==> src/ttf_pkg.sv <==
// ----------------------------------------------------------------------------
// ttf_pkg
// Shared types, widths and arithmetic helpers for the triangle tangent frame
// unit.
// ----------------------------------------------------------------------------
package ttf_pkg;

  localparam int PosW  = 32;  // Q15.16 position and texture coordinate
  localparam int NrmW  = 16;  // Q1.14 normal and result components
  localparam int DltW  = 33;  // exact delta
  localparam int MagW  = 32;  // delta magnitude
  localparam int PrdW  = 64;  // product magnitude
  localparam int TmW   = 63;  // face tangent magnitude
  localparam int SumW  = 62;  // sum of squares
  localparam int RootW = 31;  // square root
  localparam int NumW  = 45;  // division numerator
  localparam int QW    = 15;  // quotient
  localparam int CrsW  = 34;  // cross product term, Q5.28
  localparam int IdxW  = 5;
  localparam int SlotW = 2;

  typedef enum logic [3:0] {
    OP_IDLE,
    OP_LOAD,
    OP_DELTA,
    OP_MUL,
    OP_TDIFF,
    OP_MAX,
    OP_NORM,
    OP_SQ,
    OP_SQRT,
    OP_DIVI,
    OP_DIV,
    OP_CROSS,
    OP_FRAME
  } ttf_op_e;

  typedef enum logic [3:0] {
    ST_IDLE,
    ST_DELTA,
    ST_MUL,
    ST_TDIFF,
    ST_MAX,
    ST_NORM,
    ST_SQ,
    ST_SQRT,
    ST_DIVI,
    ST_DIV,
    ST_CROSS,
    ST_FRAME,
    ST_WAIT
  } ttf_state_e;

  typedef struct packed {
    ttf_op_e          op;
    logic [IdxW-1:0]  idx;
    logic [SlotW-1:0] vtx;
    logic [SlotW-1:0] slot;
  } ttf_cmd_t;

  typedef struct packed {
    logic norm_done;
    logic degen;
  } ttf_stat_t;

  typedef struct packed {
    logic signed [PosW-1:0] pos_x;
    logic signed [PosW-1:0] pos_y;
    logic signed [PosW-1:0] pos_z;
    logic signed [PosW-1:0] tex_v;
    logic signed [NrmW-1:0] norm_x;
    logic signed [NrmW-1:0] norm_y;
    logic signed [NrmW-1:0] norm_z;
  } ttf_vertex_t;

  typedef struct packed {
    logic [SlotW-1:0]       vertex_slot;
    logic signed [NrmW-1:0] tangent_x;
    logic signed [NrmW-1:0] tangent_y;
    logic signed [NrmW-1:0] tangent_z;
    logic signed [NrmW-1:0] binormal_x;
    logic signed [NrmW-1:0] binormal_y;
    logic signed [NrmW-1:0] binormal_z;
    logic                   degenerate;
    logic                   last_of_face;
  } ttf_frame_t;

  function automatic logic [MagW-1:0] mag_of(input logic signed [DltW-1:0] d);
    logic signed [DltW-1:0] n;
    n = d[DltW-1] ? -d : d;
    return n[MagW-1:0];
  endfunction

  // Q5.28 to Q1.14, round half up, saturate
  function automatic logic signed [NrmW-1:0] rnd_sat(input logic signed [CrsW-1:0] x);
    logic signed [CrsW-1:0] y;
    logic signed [CrsW-1:0] q;
    logic signed [NrmW-1:0] r;
    y = x + CrsW'(8192);
    q = y >>> 14;
    if (q > CrsW'(32767)) begin
      r = 16'sh7fff;
    end else if (q < -CrsW'(32768)) begin
      r = 16'sh8000;
    end else begin
      r = q[NrmW-1:0];
    end
    return r;
  endfunction

endpackage

==> src/ttf_ctrl.sv <==
// ----------------------------------------------------------------------------
// ttf_ctrl
// Sequencer: counts held vertices, steps the datapath through the face
// tangent, its normalisation and the three per-vertex frames.
// ----------------------------------------------------------------------------
module ttf_ctrl (
  input  logic               clk_i,
  input  logic               rst_ni,
  input  logic               in_valid_i,
  output logic               in_ready_o,
  output logic               out_valid_o,
  input  logic               out_ready_i,
  input  ttf_pkg::ttf_stat_t stat_i,
  output ttf_pkg::ttf_cmd_t  cmd_o
);

  ttf_pkg::ttf_state_e            state_q, state_d;
  logic [ttf_pkg::IdxW-1:0]       idx_q, idx_d;
  logic [ttf_pkg::SlotW-1:0]      held_q, held_d;
  logic [ttf_pkg::SlotW-1:0]      vtx_q, vtx_d;
  logic                           ovalid_q, ovalid_d;
  logic                           third;

  assign third = held_q[1];

  always_comb begin
    state_d = state_q;
    idx_d   = idx_q;
    vtx_d   = vtx_q;
    case (state_q)
      ttf_pkg::ST_IDLE: begin
        if (in_valid_i && third) begin
          state_d = ttf_pkg::ST_DELTA;
        end
      end
      ttf_pkg::ST_DELTA: begin
        state_d = ttf_pkg::ST_MUL;
        idx_d   = '0;
      end
      ttf_pkg::ST_MUL: begin
        idx_d = idx_q + 5'd1;
        if (idx_q == 5'd5) begin
          state_d = ttf_pkg::ST_TDIFF;
        end
      end
      ttf_pkg::ST_TDIFF: state_d = ttf_pkg::ST_MAX;
      ttf_pkg::ST_MAX:   state_d = ttf_pkg::ST_NORM;
      ttf_pkg::ST_NORM: begin
        vtx_d = '0;
        if (stat_i.degen) begin
          state_d = ttf_pkg::ST_FRAME;
        end else if (stat_i.norm_done) begin
          state_d = ttf_pkg::ST_SQ;
          idx_d   = '0;
        end
      end
      ttf_pkg::ST_SQ: begin
        idx_d = idx_q + 5'd1;
        if (idx_q == 5'd2) begin
          state_d = ttf_pkg::ST_SQRT;
          idx_d   = 5'd30;
        end
      end
      ttf_pkg::ST_SQRT: begin
        idx_d = idx_q - 5'd1;
        if (idx_q == 5'd0) begin
          state_d = ttf_pkg::ST_DIVI;
        end
      end
      ttf_pkg::ST_DIVI: begin
        state_d = ttf_pkg::ST_DIV;
        idx_d   = 5'd14;
      end
      ttf_pkg::ST_DIV: begin
        idx_d = idx_q - 5'd1;
        if (idx_q == 5'd0) begin
          state_d = ttf_pkg::ST_CROSS;
          idx_d   = '0;
        end
      end
      ttf_pkg::ST_CROSS: begin
        idx_d = idx_q + 5'd1;
        if (idx_q == 5'd11) begin
          state_d = ttf_pkg::ST_FRAME;
        end
      end
      ttf_pkg::ST_FRAME: state_d = ttf_pkg::ST_WAIT;
      ttf_pkg::ST_WAIT: begin
        if (out_ready_i) begin
          idx_d = '0;
          vtx_d = vtx_q + 2'd1;
          if (vtx_q == 2'd2) begin
            state_d = ttf_pkg::ST_IDLE;
          end else if (stat_i.degen) begin
            state_d = ttf_pkg::ST_FRAME;
          end else begin
            state_d = ttf_pkg::ST_CROSS;
          end
        end
      end
      default: state_d = ttf_pkg::ST_IDLE;
    endcase
  end

  always_comb begin
    cmd_o.op   = ttf_pkg::OP_IDLE;
    cmd_o.idx  = idx_q;
    cmd_o.vtx  = vtx_q;
    cmd_o.slot = third ? 2'd2 : held_q;
    case (state_q)
      ttf_pkg::ST_IDLE:  cmd_o.op = in_valid_i ? ttf_pkg::OP_LOAD : ttf_pkg::OP_IDLE;
      ttf_pkg::ST_DELTA: cmd_o.op = ttf_pkg::OP_DELTA;
      ttf_pkg::ST_MUL:   cmd_o.op = ttf_pkg::OP_MUL;
      ttf_pkg::ST_TDIFF: cmd_o.op = ttf_pkg::OP_TDIFF;
      ttf_pkg::ST_MAX:   cmd_o.op = ttf_pkg::OP_MAX;
      ttf_pkg::ST_NORM:  cmd_o.op = ttf_pkg::OP_NORM;
      ttf_pkg::ST_SQ:    cmd_o.op = ttf_pkg::OP_SQ;
      ttf_pkg::ST_SQRT:  cmd_o.op = ttf_pkg::OP_SQRT;
      ttf_pkg::ST_DIVI:  cmd_o.op = ttf_pkg::OP_DIVI;
      ttf_pkg::ST_DIV:   cmd_o.op = ttf_pkg::OP_DIV;
      ttf_pkg::ST_CROSS: cmd_o.op = ttf_pkg::OP_CROSS;
      ttf_pkg::ST_FRAME: cmd_o.op = ttf_pkg::OP_FRAME;
      default:           cmd_o.op = ttf_pkg::OP_IDLE;
    endcase
  end

  always_comb begin
    held_d = held_q;
    if (state_q == ttf_pkg::ST_IDLE && in_valid_i) begin
      held_d = third ? 2'd0 : held_q + 2'd1;
    end
    ovalid_d = (state_q == ttf_pkg::ST_FRAME) || (ovalid_q && !out_ready_i);
  end

  always_ff @(posedge clk_i or negedge rst_ni) begin
    if (!rst_ni) begin
      state_q  <= ttf_pkg::ST_IDLE;
      idx_q    <= '0;
      held_q   <= '0;
      vtx_q    <= '0;
      ovalid_q <= 1'b0;
    end else begin
      state_q  <= state_d;
      idx_q    <= idx_d;
      held_q   <= held_d;
      vtx_q    <= vtx_d;
      ovalid_q <= ovalid_d;
    end
  end

  assign in_ready_o  = (state_q == ttf_pkg::ST_IDLE);
  assign out_valid_o = ovalid_q;

`ifndef SYNTHESIS
  a_valid_in_wait: assert property (@(posedge clk_i) disable iff (!rst_ni)
    ovalid_q |-> state_q == ttf_pkg::ST_WAIT)
    else $error("result valid outside wait state");
  a_third_starts: assert property (@(posedge clk_i) disable iff (!rst_ni)
    (in_valid_i && in_ready_o && third) |=> state_q == ttf_pkg::ST_DELTA && held_q == 2'd0)
    else $error("third vertex did not start face");
  a_stall_holds: assert property (@(posedge clk_i) disable iff (!rst_ni)
    (ovalid_q && !out_ready_i) |=> ovalid_q && $stable(vtx_q))
    else $error("stalled result lost");
  a_held_range: assert property (@(posedge clk_i) disable iff (!rst_ni)
    held_q != 2'd3)
    else $error("vertex count out of range");
`endif

endmodule

==> config.mk <==
export PLATFORM = sky130hd
export DESIGN_NAME = ttf_ctrl
export DESIGN_NICKNAME = d
export VERILOG_FILES = /design/src/ttf_pkg.sv /design/src/ttf_ctrl.sv
export SDC_FILE = /design/constraint.sdc
export NUM_CORES = 1
export LEC_CHECK = 0
export BUFFER_PORTS_ARGS = -buffer_cell sky130_fd_sc_hd__buf_2
export CORE_ASPECT_RATIO = 0.8
export CORE_MARGIN = 2
export CORE_UTILIZATION = 55
export CTS_CLUSTER_DIAMETER = 40
export DETAILED_ROUTE_END_ITERATION = 10
export GPL_ROUTABILITY_DRIVEN = 0
export PLACE_DENSITY = 0.88
export SLEW_MARGIN = 20
export SYNTH_ARGS = -nofsm -noshare
export SYNTH_HDL_FRONTEND = slang
export SYNTH_SLANG_ARGS = --single-unit
==> constraint.sdc <==
create_clock -name clk_i -period 2.1 [get_ports clk_i]
set_input_delay 0.42 -clock clk_i [delete_from_list [all_inputs] [get_ports clk_i]]
set_output_delay 0.42 -clock clk_i [all_outputs]
set_load 0.02 [all_outputs]
Word level (Yosys, flattened, before mapping). Cells that the tools add are included.

Magnitude comparators: 0. Reductions and logical operators: 13. Add/subtract/negate cells: 4. Multiply operators: 0. Equality and inequality tests: 26. Mux-type cells: 24. Div/mod/pow operators: 0. Shift-type cells: 0. Bitwise logic cells: 0.

Operator list (number): case mux 4 bit (13 select lines) (1); case mux 4 bit (12 select lines) (1); two-way mux 4 bit (10); case mux 5 bit (8 select lines) (1); two-way mux 5 bit (5); equality test 4 bit, second input constant (5); equality test 4 x 3 -> 1 bit, second input constant (4); != test 2 bit, second input constant (8); equality test 4 x 2 -> 1 bit, second input constant (2); AND reduction 8 bit (1); nonzero test 8 bit (1); two-way mux 2 bit (3); adder 5 x 1 -> 5 bit, second input constant (1); equality test 5 x 2 -> 1 bit, second input constant (1); equality test 5 x 3 -> 1 bit, second input constant (1); equality test 5 x 4 -> 1 bit, second input constant (1); zero test 5 bit (1); subtractor 5 x 1 -> 5 bit, second input constant (1); adder 2 x 1 -> 2 bit, second input constant (2); equality test 4 x 1 -> 1 bit, second input constant (1); zero test 4 bit (1); case mux 2 bit (2 select lines) (1); AND reduction 4 bit (1); logical AND 1 bit (3); other kinds (9) (10).

Memories: 0. Bits in read-only memories: 0. Register bits after elaboration: 14. Input bits: 6. Latch bits: 0. RAM bits: 0. Output and inout bits: 15.

Depth between registers and ports, before layout. Gate-level depths: netlist (run 1).

Depth after elaboration: 4. Mapped depth: 7. Mapped depth without buffers: 7.

Least setup slack after synthesis (run 1). OpenSTA, ideal clock, no wires.

Path kind: reg-to-reg. Start: reg idx_q[0] in the netlist's numbering. End: reg state_q[2]. Stages on the path, launching flop included: 8. Data arrival time: 1728 ps. Path slack: 247 ps. Buffers on the path: 0. Data required time: 1975 ps. Cell sequence: dfrtp_1 inv_1 ha_1 nor4b_2 o22ai_1 a21oi_2 o21ai_2 mux2_4.

Word-level cells in the longest chain between the ends: 3. Elaborated cells on any way between the ends: 10. Those cells by class: eq/ne: 8; reduce/logical: 2.

Ends and longest elaborated chain: from (decl) (RTL line ttf_ctrl.sv:18) `logic [ttf_pkg::IdxW-1:0] idx_q, idx_d;`; from (signal assigned) (RTL line ttf_ctrl.sv:144) `idx_q <= idx_d;`; equality test 5 x 4 -> 1 bit, or another cell as far along (RTL line ttf_ctrl.sv:83) `if (idx_q == 5'd11) begin`; != test 2 bit (no line); AND reduction 8 bit (no line) *; to (signal assigned) (RTL line ttf_ctrl.sv:137) `state_q <= ttf_pkg::ST_IDLE;`; to (signal assigned) (RTL line ttf_ctrl.sv:143) `state_q <= state_d;`; to (decl) (RTL line ttf_ctrl.sv:17) `ttf_pkg::ttf_state_e state_q, state_d;`.

Mark *: on every way between the ends. The rest lies on a longest branch, timed or not. A chain may end at the register's enable or synchronous reset.

==> results of run 1 <==
==> worst register-to-register path, delay by kind of cell, from the launching register on <==
kind	cells	cell delay [ns]
flops	1	0.52
simple gates	2	0.80
mux	1	0.33
compound gates	2	0.25
==> worst max path at each step <==
stage,end,startpoint,depth (start not counted)
floorplan,state_q[2]$_DFFE_PN0P_,idx_q[0]$_DFFE_PN0P_,7
global route,cmd_o[11],state_q[3]$_DFFE_PN0P_,3
global placement,state_q[3]$_DFFE_PN0P_,state_q[3]$_DFFE_PN0P_,5
detailed placement,state_q[3]$_DFFE_PN0P_,idx_q[0]$_DFFE_PN0P_,7
finish,cmd_o[11],state_q[3]$_DFFE_PN0P_,3
CTS,cmd_o[10],state_q[0]$_DFFE_PN0P_,4
==> sequential cells by signal, indices dropped and copies added (netlist names) <==
name,count
state_q,4
out_valid_o,1
idx_q,5
vtx_q,2
held_q,2
==> cell families (layout without fill, tap and decap cells) <==
family / after synthesis / in the layout / share of synthesized area
simple gates: 51 / 51 / 0.2503
compound gates: 44 / 44 / 0.2503
buf+inv: 16 / 36 / 0.06929
flops: 14 / 14 / 0.2896
fa+ha+maj: 6 / 6 / 0.06205
xor+xnor: 5 / 5 / 0.03620
mux: 4 / 4 / 0.04240
==> layout by cell type, fill, tap and decap left out, drive strengths merged, types with 2 or more instances in the layout <==
| master | n |
|---|---|
| buf | 26 |
| nand2 | 16 |
| dfrtp | 14 |
| o21ai | 12 |
| nor2 | 9 |
| a21oi | 8 |
| ha | 6 |
| inv | 6 |
| nor3 | 6 |
| nand2b | 5 |
| nand3 | 4 |
| a31oi | 4 |
| clkbuf | 4 |
| a21boi | 3 |
| o22ai | 3 |
| xor2 | 3 |
| mux2 | 3 |
| nand4bb | 2 |
| nor4b | 2 |
| o211ai | 2 |
| a21o | 2 |
| xnor2 | 2 |
==> report_power, final <==
part	internal, mW	switching (mW)	total, mW
sequential	0.405	0.284	0.688
clock	0.106	0.0998	0.205
combinational	0.740	0.994	1.73
total	1.25	1.38	2.63
==> Yosys cell counts (3+ instances only) <==
| cell type | instances | area share |
|---|---|---|
| xor2_1 | 3 | 0.022 |
| o21ai_0 | 11 | 0.045 |
| dfrtp_1 | 14 | 0.29 |
| a21boi_0 | 3 | 0.019 |
| buf_2 | 4 | 0.017 |
| o22ai_1 | 3 | 0.016 |
| inv_1 | 6 | 0.019 |
| clkbuf_1 | 3 | 0.0093 |
| a31oi_1 | 4 | 0.021 |
| nor3_1 | 5 | 0.021 |
| nand2b_1 | 5 | 0.026 |
| nor2_1 | 9 | 0.028 |
| a21oi_1 | 6 | 0.025 |
| nand3_1 | 4 | 0.017 |
| ha_1 | 6 | 0.062 |
| nand2_1 | 16 | 0.050 |
==> timing repair <==
action | in CTS | in global routing
endpoints found under the setup margin | 0 | 4
buffers inserted | 0 | 1
gates resized for setup | 0 | 3
==> routing by layer <==
layer  track usage  vias up  routed length (µm)
li1              -      554                   -
met2        0.4163       66                1499
met5             0        -                   0
met1        0.3403      562                1357
met3       0.07955        4                 294
met4        0.1143        0                  28
==> metrics by stage <==
| step | util | std cells |
|---|---|---|
| 2_1_floorplan | - | 140 |
| 3_3_place_gp | 0.6212 | 180 |
| 3_5_place_dp | 0.6212 | 180 |
| 4_1_cts | 0.6383 | 184 |
| 5_1_grt | 0.6466 | 185 |
| 6_report | 0.6466 | 185 |
==> cell type report <==
class,count,area share
clock buffers,4,0.02646
inverters,6,0.01642
multi-input cells,110,0.5721
flip-flops and latches,14,0.2564
well taps,25,0.02281
repair buffers,26,0.1058
==> flow_metrics.py, run 1 <==
metrics = {
    "floorplanning": {
        "die_w_um": 56.44,
        "die_h_um": 45.95,
        "initial_core_util": 0.5705,
        "core-area_um2": 2121,
        "die-area_um2": 2593,
        "io_pins": 21,
        "rows": 15,
    },
    "placement": {
        "hpwl_um": 2270,
        "place_ws_ns": 0.1578,
        "dpl_cell_area_um2": 1318,
        "portBuffers": 20,
    },
    "power": {
        "max-vdd-ir-drop_uv": 1093,
        "p_per_area_nw_per_um2": 1916,
        "total_power_mw": 2.628,
        "cellLeakagePower_nw": 0.6360,
    },
    "synthesis": {
        "ys_warn_count": 0,
        "syn-cell-area_um2": 1210,
        "synth_nets": 152,
        "synth_cell_types": 47,
        "synth-edff-count": 0,
        "synth_ff_type": "dfrtp_1",
        "async_flop_share": 1.000,
        "netlist_instances": 140,
        "ys_seq_area_frac": 0.2896,
        "avgSynthCellArea_um2": 8.642,
        "synth_seq_cells": 14,
    },
    "cts": {
        "h-tree-depth": 1,
        "cts_tree": "done",
        "clk_latency_ns": 0.29,
        "cts_buffer_depth": 2,
        "root_buffer": "clkbuf_4",
        "clk_pin_slew_ns": 0.09,
        "cts_sinks": 14,
        "cts_buffers": 3,
        "postCtsHoldBufs": 0,
    },
    "drt": {
        "dr.pass1.iters": 4,
        "wirelength_um": 3179,
        "dr_total_vias": 1186,
        "drc": 0,
        "drt-vias-per-instance": 6.411,
        "drt-initial-drc-count": 82,
        "ant_nets": 0,
        "avgRoutedWirePerCell_um": 17.18,
    },
    "worst_hold_path": {
        "hp-class": "in -> async",
    },
    "sta": {
        "fmax_mhz": 496.6,
        "skew_ns": 0.003692,
        "final.period_utilization": 0.9590,
        "rsz0062_at_grt": "false",
        "hold_viol": 0,
        "drv_slew": 0,
        "period_minus_slack_ns": 2.014,
        "hold_ws_ns": 0.01052,
        "slew_headroom": 0.5212,
        "setup-violations-final": 0,
        "fin_setup_tns_ns": 0,
        "worstMarginPinSlew_ns": 0.7121,
        "worst_slack_ns": 0.08617,
    },
    "finish": {
        "syn_to_final_growth_pct": 13.34,
        "regArea_um2": 351.6,
        "final.fill_count": 160,
        "layout-drive-gt1-share": 0.2813,
        "fin_nets": 173,
        "final_area_um2": 1371,
        "multi_input_area_um2": 784.5,
        "diodes": 0,
    },
    "global_routing": {
        "grt_pass1_vias": 1095,
        "grt_usage": 0.2641,
        "grt_pass1_wl_um": 5161,
        "gr-total-overflow": 0,
        "grt_max_degree": 17,
        "antenna_found_initial": 0,
    },
    "worst_setup_path": {
        "reg2regPathDepth": 5,
        "end_kind": "output port",
        "path_class": "reg -> out",
        "max_stage_delay_ns": 0.52,
        "crit_path_max_fanout": 12,
        "arrival_ns": 1.59,
        "cp-start-kind": "flop",
        "cp_data_required_time_ns": 1.68,
        "r2r-start": "state_q[3]$_DFFE_PN0P_",
        "reg2reg_slack_ns": 0.09,
        "worstPathCellList": "nand2b_1, mux2i_1, buf_2",
        "path_buf_inv": 1,
        "cp_top_family": "flip-flops",
        "r2r-end": "state_q[3]$_DFFE_PN0P_",
        "cpMaxStageDelayCell": "dfrtp_1",
    },
    "run_status": {
        "status": "finished clean",
    },
    "flow_run": {
        "drv_cap": 0,
    },
}
(Power assumes the default switching activity.)
==> run 2: changes to the inputs <==
--- a/config.mk
+++ b/config.mk
@@ -5,7 +5,7 @@
 export SDC_FILE = /design/constraint.sdc
 export NUM_CORES = 1
 export LEC_CHECK = 0
-export BUFFER_PORTS_ARGS = -buffer_cell sky130_fd_sc_hd__buf_2
+export BUFFER_PORTS_ARGS = -buffer_cell sky130_fd_sc_hd__clkbuf_2
 export CORE_ASPECT_RATIO = 0.8
 export CORE_MARGIN = 2
 export CORE_UTILIZATION = 55
==> run 2 against run 1 <==
Sequential power is 5.4% higher. Die area is the same. Clock skew rose by 0.0073 ns. Critical path type unchanged. Highest routed layer unchanged. Global-route usage rose by 0.49 points. Combinational power hardly changed.
==> flow_metrics.py, run 2 (synthesis gave the netlist of run 1 again) <==
metrics = {
    "cts": {
        "clk_pin_slew_ns": 0.10,
        "cts_buffers": 3,
        "cts_sinks": 14,
        "root_buffer": "clkbuf_4",
        "cts_tree": "done",
        "cts_buffer_depth": 2,
        "clk_latency_ns": 0.30,
        "h-tree-depth": 1,
    },
    "global_routing": {
        "grt_max_degree": 17,
        "grt_pass1_wl_um": 5230,
        "grt_pass1_vias": 1099,
        "antenna_found_initial": 0,
        "gr-total-overflow": 0,
        "grt_usage": 0.2690,
    },
    "worst_setup_path": {
        "arrival_ns": 1.59,
        "path_class": "reg -> out",
        "cp-start-kind": "flop",
        "end_kind": "output port",
        "cp_data_required_time_ns": 1.68,
        "crit_path_max_fanout": 12,
    },
    "sta": {
        "hold_ws_ns": 0.009130,
        "fmax_mhz": 497.7,
        "worst_slack_ns": 0.09087,
        "drv_slew": 0,
        "worstMarginPinSlew_ns": 0.6735,
        "final.period_utilization": 0.9567,
        "period_minus_slack_ns": 2.009,
        "setup-violations-final": 0,
        "slew_headroom": 0.5472,
        "hold_viol": 0,
        "skew_ns": 0.01103,
    },
    "drt": {
        "drt-initial-drc-count": 50,
        "dr_wl_met3_um": 300,
        "dr.pass1.iters": 4,
        "drt-vias-per-instance": 6.674,
        "avgRoutedWirePerCell_um": 18.08,
        "dr_total_vias": 1228,
        "wirelength_um": 3326,
        "routedLengthMet1_um": 1288,
        "ant_nets": 0,
        "drc": 0,
        "top_layer": "met4",
        "dr_wl_met2_um": 1535,
    },
    "run_status": {
        "status": "finished clean",
    },
    "floorplanning": {
        "die_h_um": 45.95,
        "die-area_um2": 2593,
        "die_w_um": 56.44,
        "rows": 15,
        "initial_core_util": 0.5705,
        "io_pins": 21,
        "core-area_um2": 2121,
    },
    "placement": {
        "hpwl_um": 2265,
        "place_ws_ns": 0.1639,
        "placed_cells": 179,
        "portBuffers": 20,
    },
    "finish": {
        "largest_reg_flops": 5,
        "syn_to_final_growth_pct": 12.93,
        "fin_nets": 172,
        "diodes": 0,
        "final_common_cell": "clkbuf_2",
        "stdcell_count": 184,
        "final_cell_mix": "clkbuf_2 (20), nand2_1 (16), o21ai_0 (11), dfrtp_1 (11), nor2_1 (9)",
        "top_regs": "idx_q (5), state_q (4)",
        "layout-drive-gt1-share": 0.2893,
        "top_register": "idx_q",
        "final.fill_count": 169,
    },
    "power": {
        "p_per_area_nw_per_um2": 1936,
        "seq_power_share": 0.274,
        "p_sw_frac": 0.5313,
        "clkPwrFrac": 0.078,
        "pwr-share-comb": 0.648,
        "max-vdd-ir-drop_uv": 1250,
        "p_switching_mw": 1.405,
        "p_int_mw": 1.240,
        "cellLeakagePower_nw": 0.6263,
    },
    "flow_run": {
        "drv_cap": 0,
    },
    "worst_hold_path": {
        "hp-class": "in -> async",
    },
}
## run 2: cell types whose count changed in the layout (fill, tap and decap cells not counted)
| cell | before | now |
|---|---|---|
| buf_4 | 6 | 5 |
| dfrtp_1 | 13 | 11 |
| clkbuf_2 | 0 | 20 |
| buf_2 | 20 | 0 |
| dfrtp_2 | 1 | 3 |
## run 2: final timing paths
path                                        start                      to  slack [ns]  depth (start not counted)
max reg2reg                state_q[3]$_DFFE_PN0P_  state_q[3]$_DFFE_PN0P_        0.09                          5
min in group clk_i                    out_ready_i   out_valid_o$_DFF_PN0_        0.44                          2
max                        state_q[3]$_DFFE_PN0P_               cmd_o[11]        0.09                          3
min reg2reg                 held_q[0]$_DFFE_PN0P_   held_q[0]$_DFFE_PN0P_        0.52                          1
max in group asynchronous                  rst_ni  state_q[1]$_DFFE_PN0P_        1.81                          1
min                                        rst_ni    idx_q[0]$_DFFE_PN0P_       0.009                          1
## run 2: what timing repair did
action	4_1_cts	5_1_grt
endpoints found under the setup margin	0	4
buffers inserted	0	1
gates resized for setup	0	5
hold buffers	0	0
endpoints found under the hold margin	0	0
## run 2: power groups by stage
stage	clock, mW	sequential, mW	combinational (mW)
after floorplan	0	0.619	1.30
final	0.206	0.725	1.71
after CTS	0.210	0.694	1.65
after detailed placement	0	0.697	1.62
after global routing	0.215	0.751	1.86
after global placement	0	0.672	1.56
## run 2: area by class of cell
type                       instances  area, µm²  share of cell area
tap                               25      31.28             0.02289
clock buffer                       4      36.28             0.02656
inverter                           6      22.52             0.01648
timing repair buffer              25      137.6              0.1007
multi-input combinational        110      784.5              0.5742
sequential                        14      354.1              0.2592
## run 2: through the flow
stage	power, mW	utilization	cell area [µm²]	setup TNS [ns]
final	2.645	0.6442	1366	0
after global routing	2.822	0.6442	1366	-0.01025
after CTS	2.553	0.6348	1346	0
after detailed placement	2.317	0.6177	1310	0
after global placement	2.230	0.6177	1310	0
after floorplan	1.917	-	1210	0
## run 2: critical path, cell delays in order, from the launching register on
cell,delay (ns)
dfrtp_1,0.52
nand2b_1,0.37
mux2i_1,0.22
clkbuf_2,0.19
## run 2: metal layers
metal / track usage / vias to the layer above
met4: 0.1762 / 0
met5: 0 / -
met3: 0.06534 / 30
met1: 0.3438 / 564
li1: - / 551
met2: 0.4116 / 83
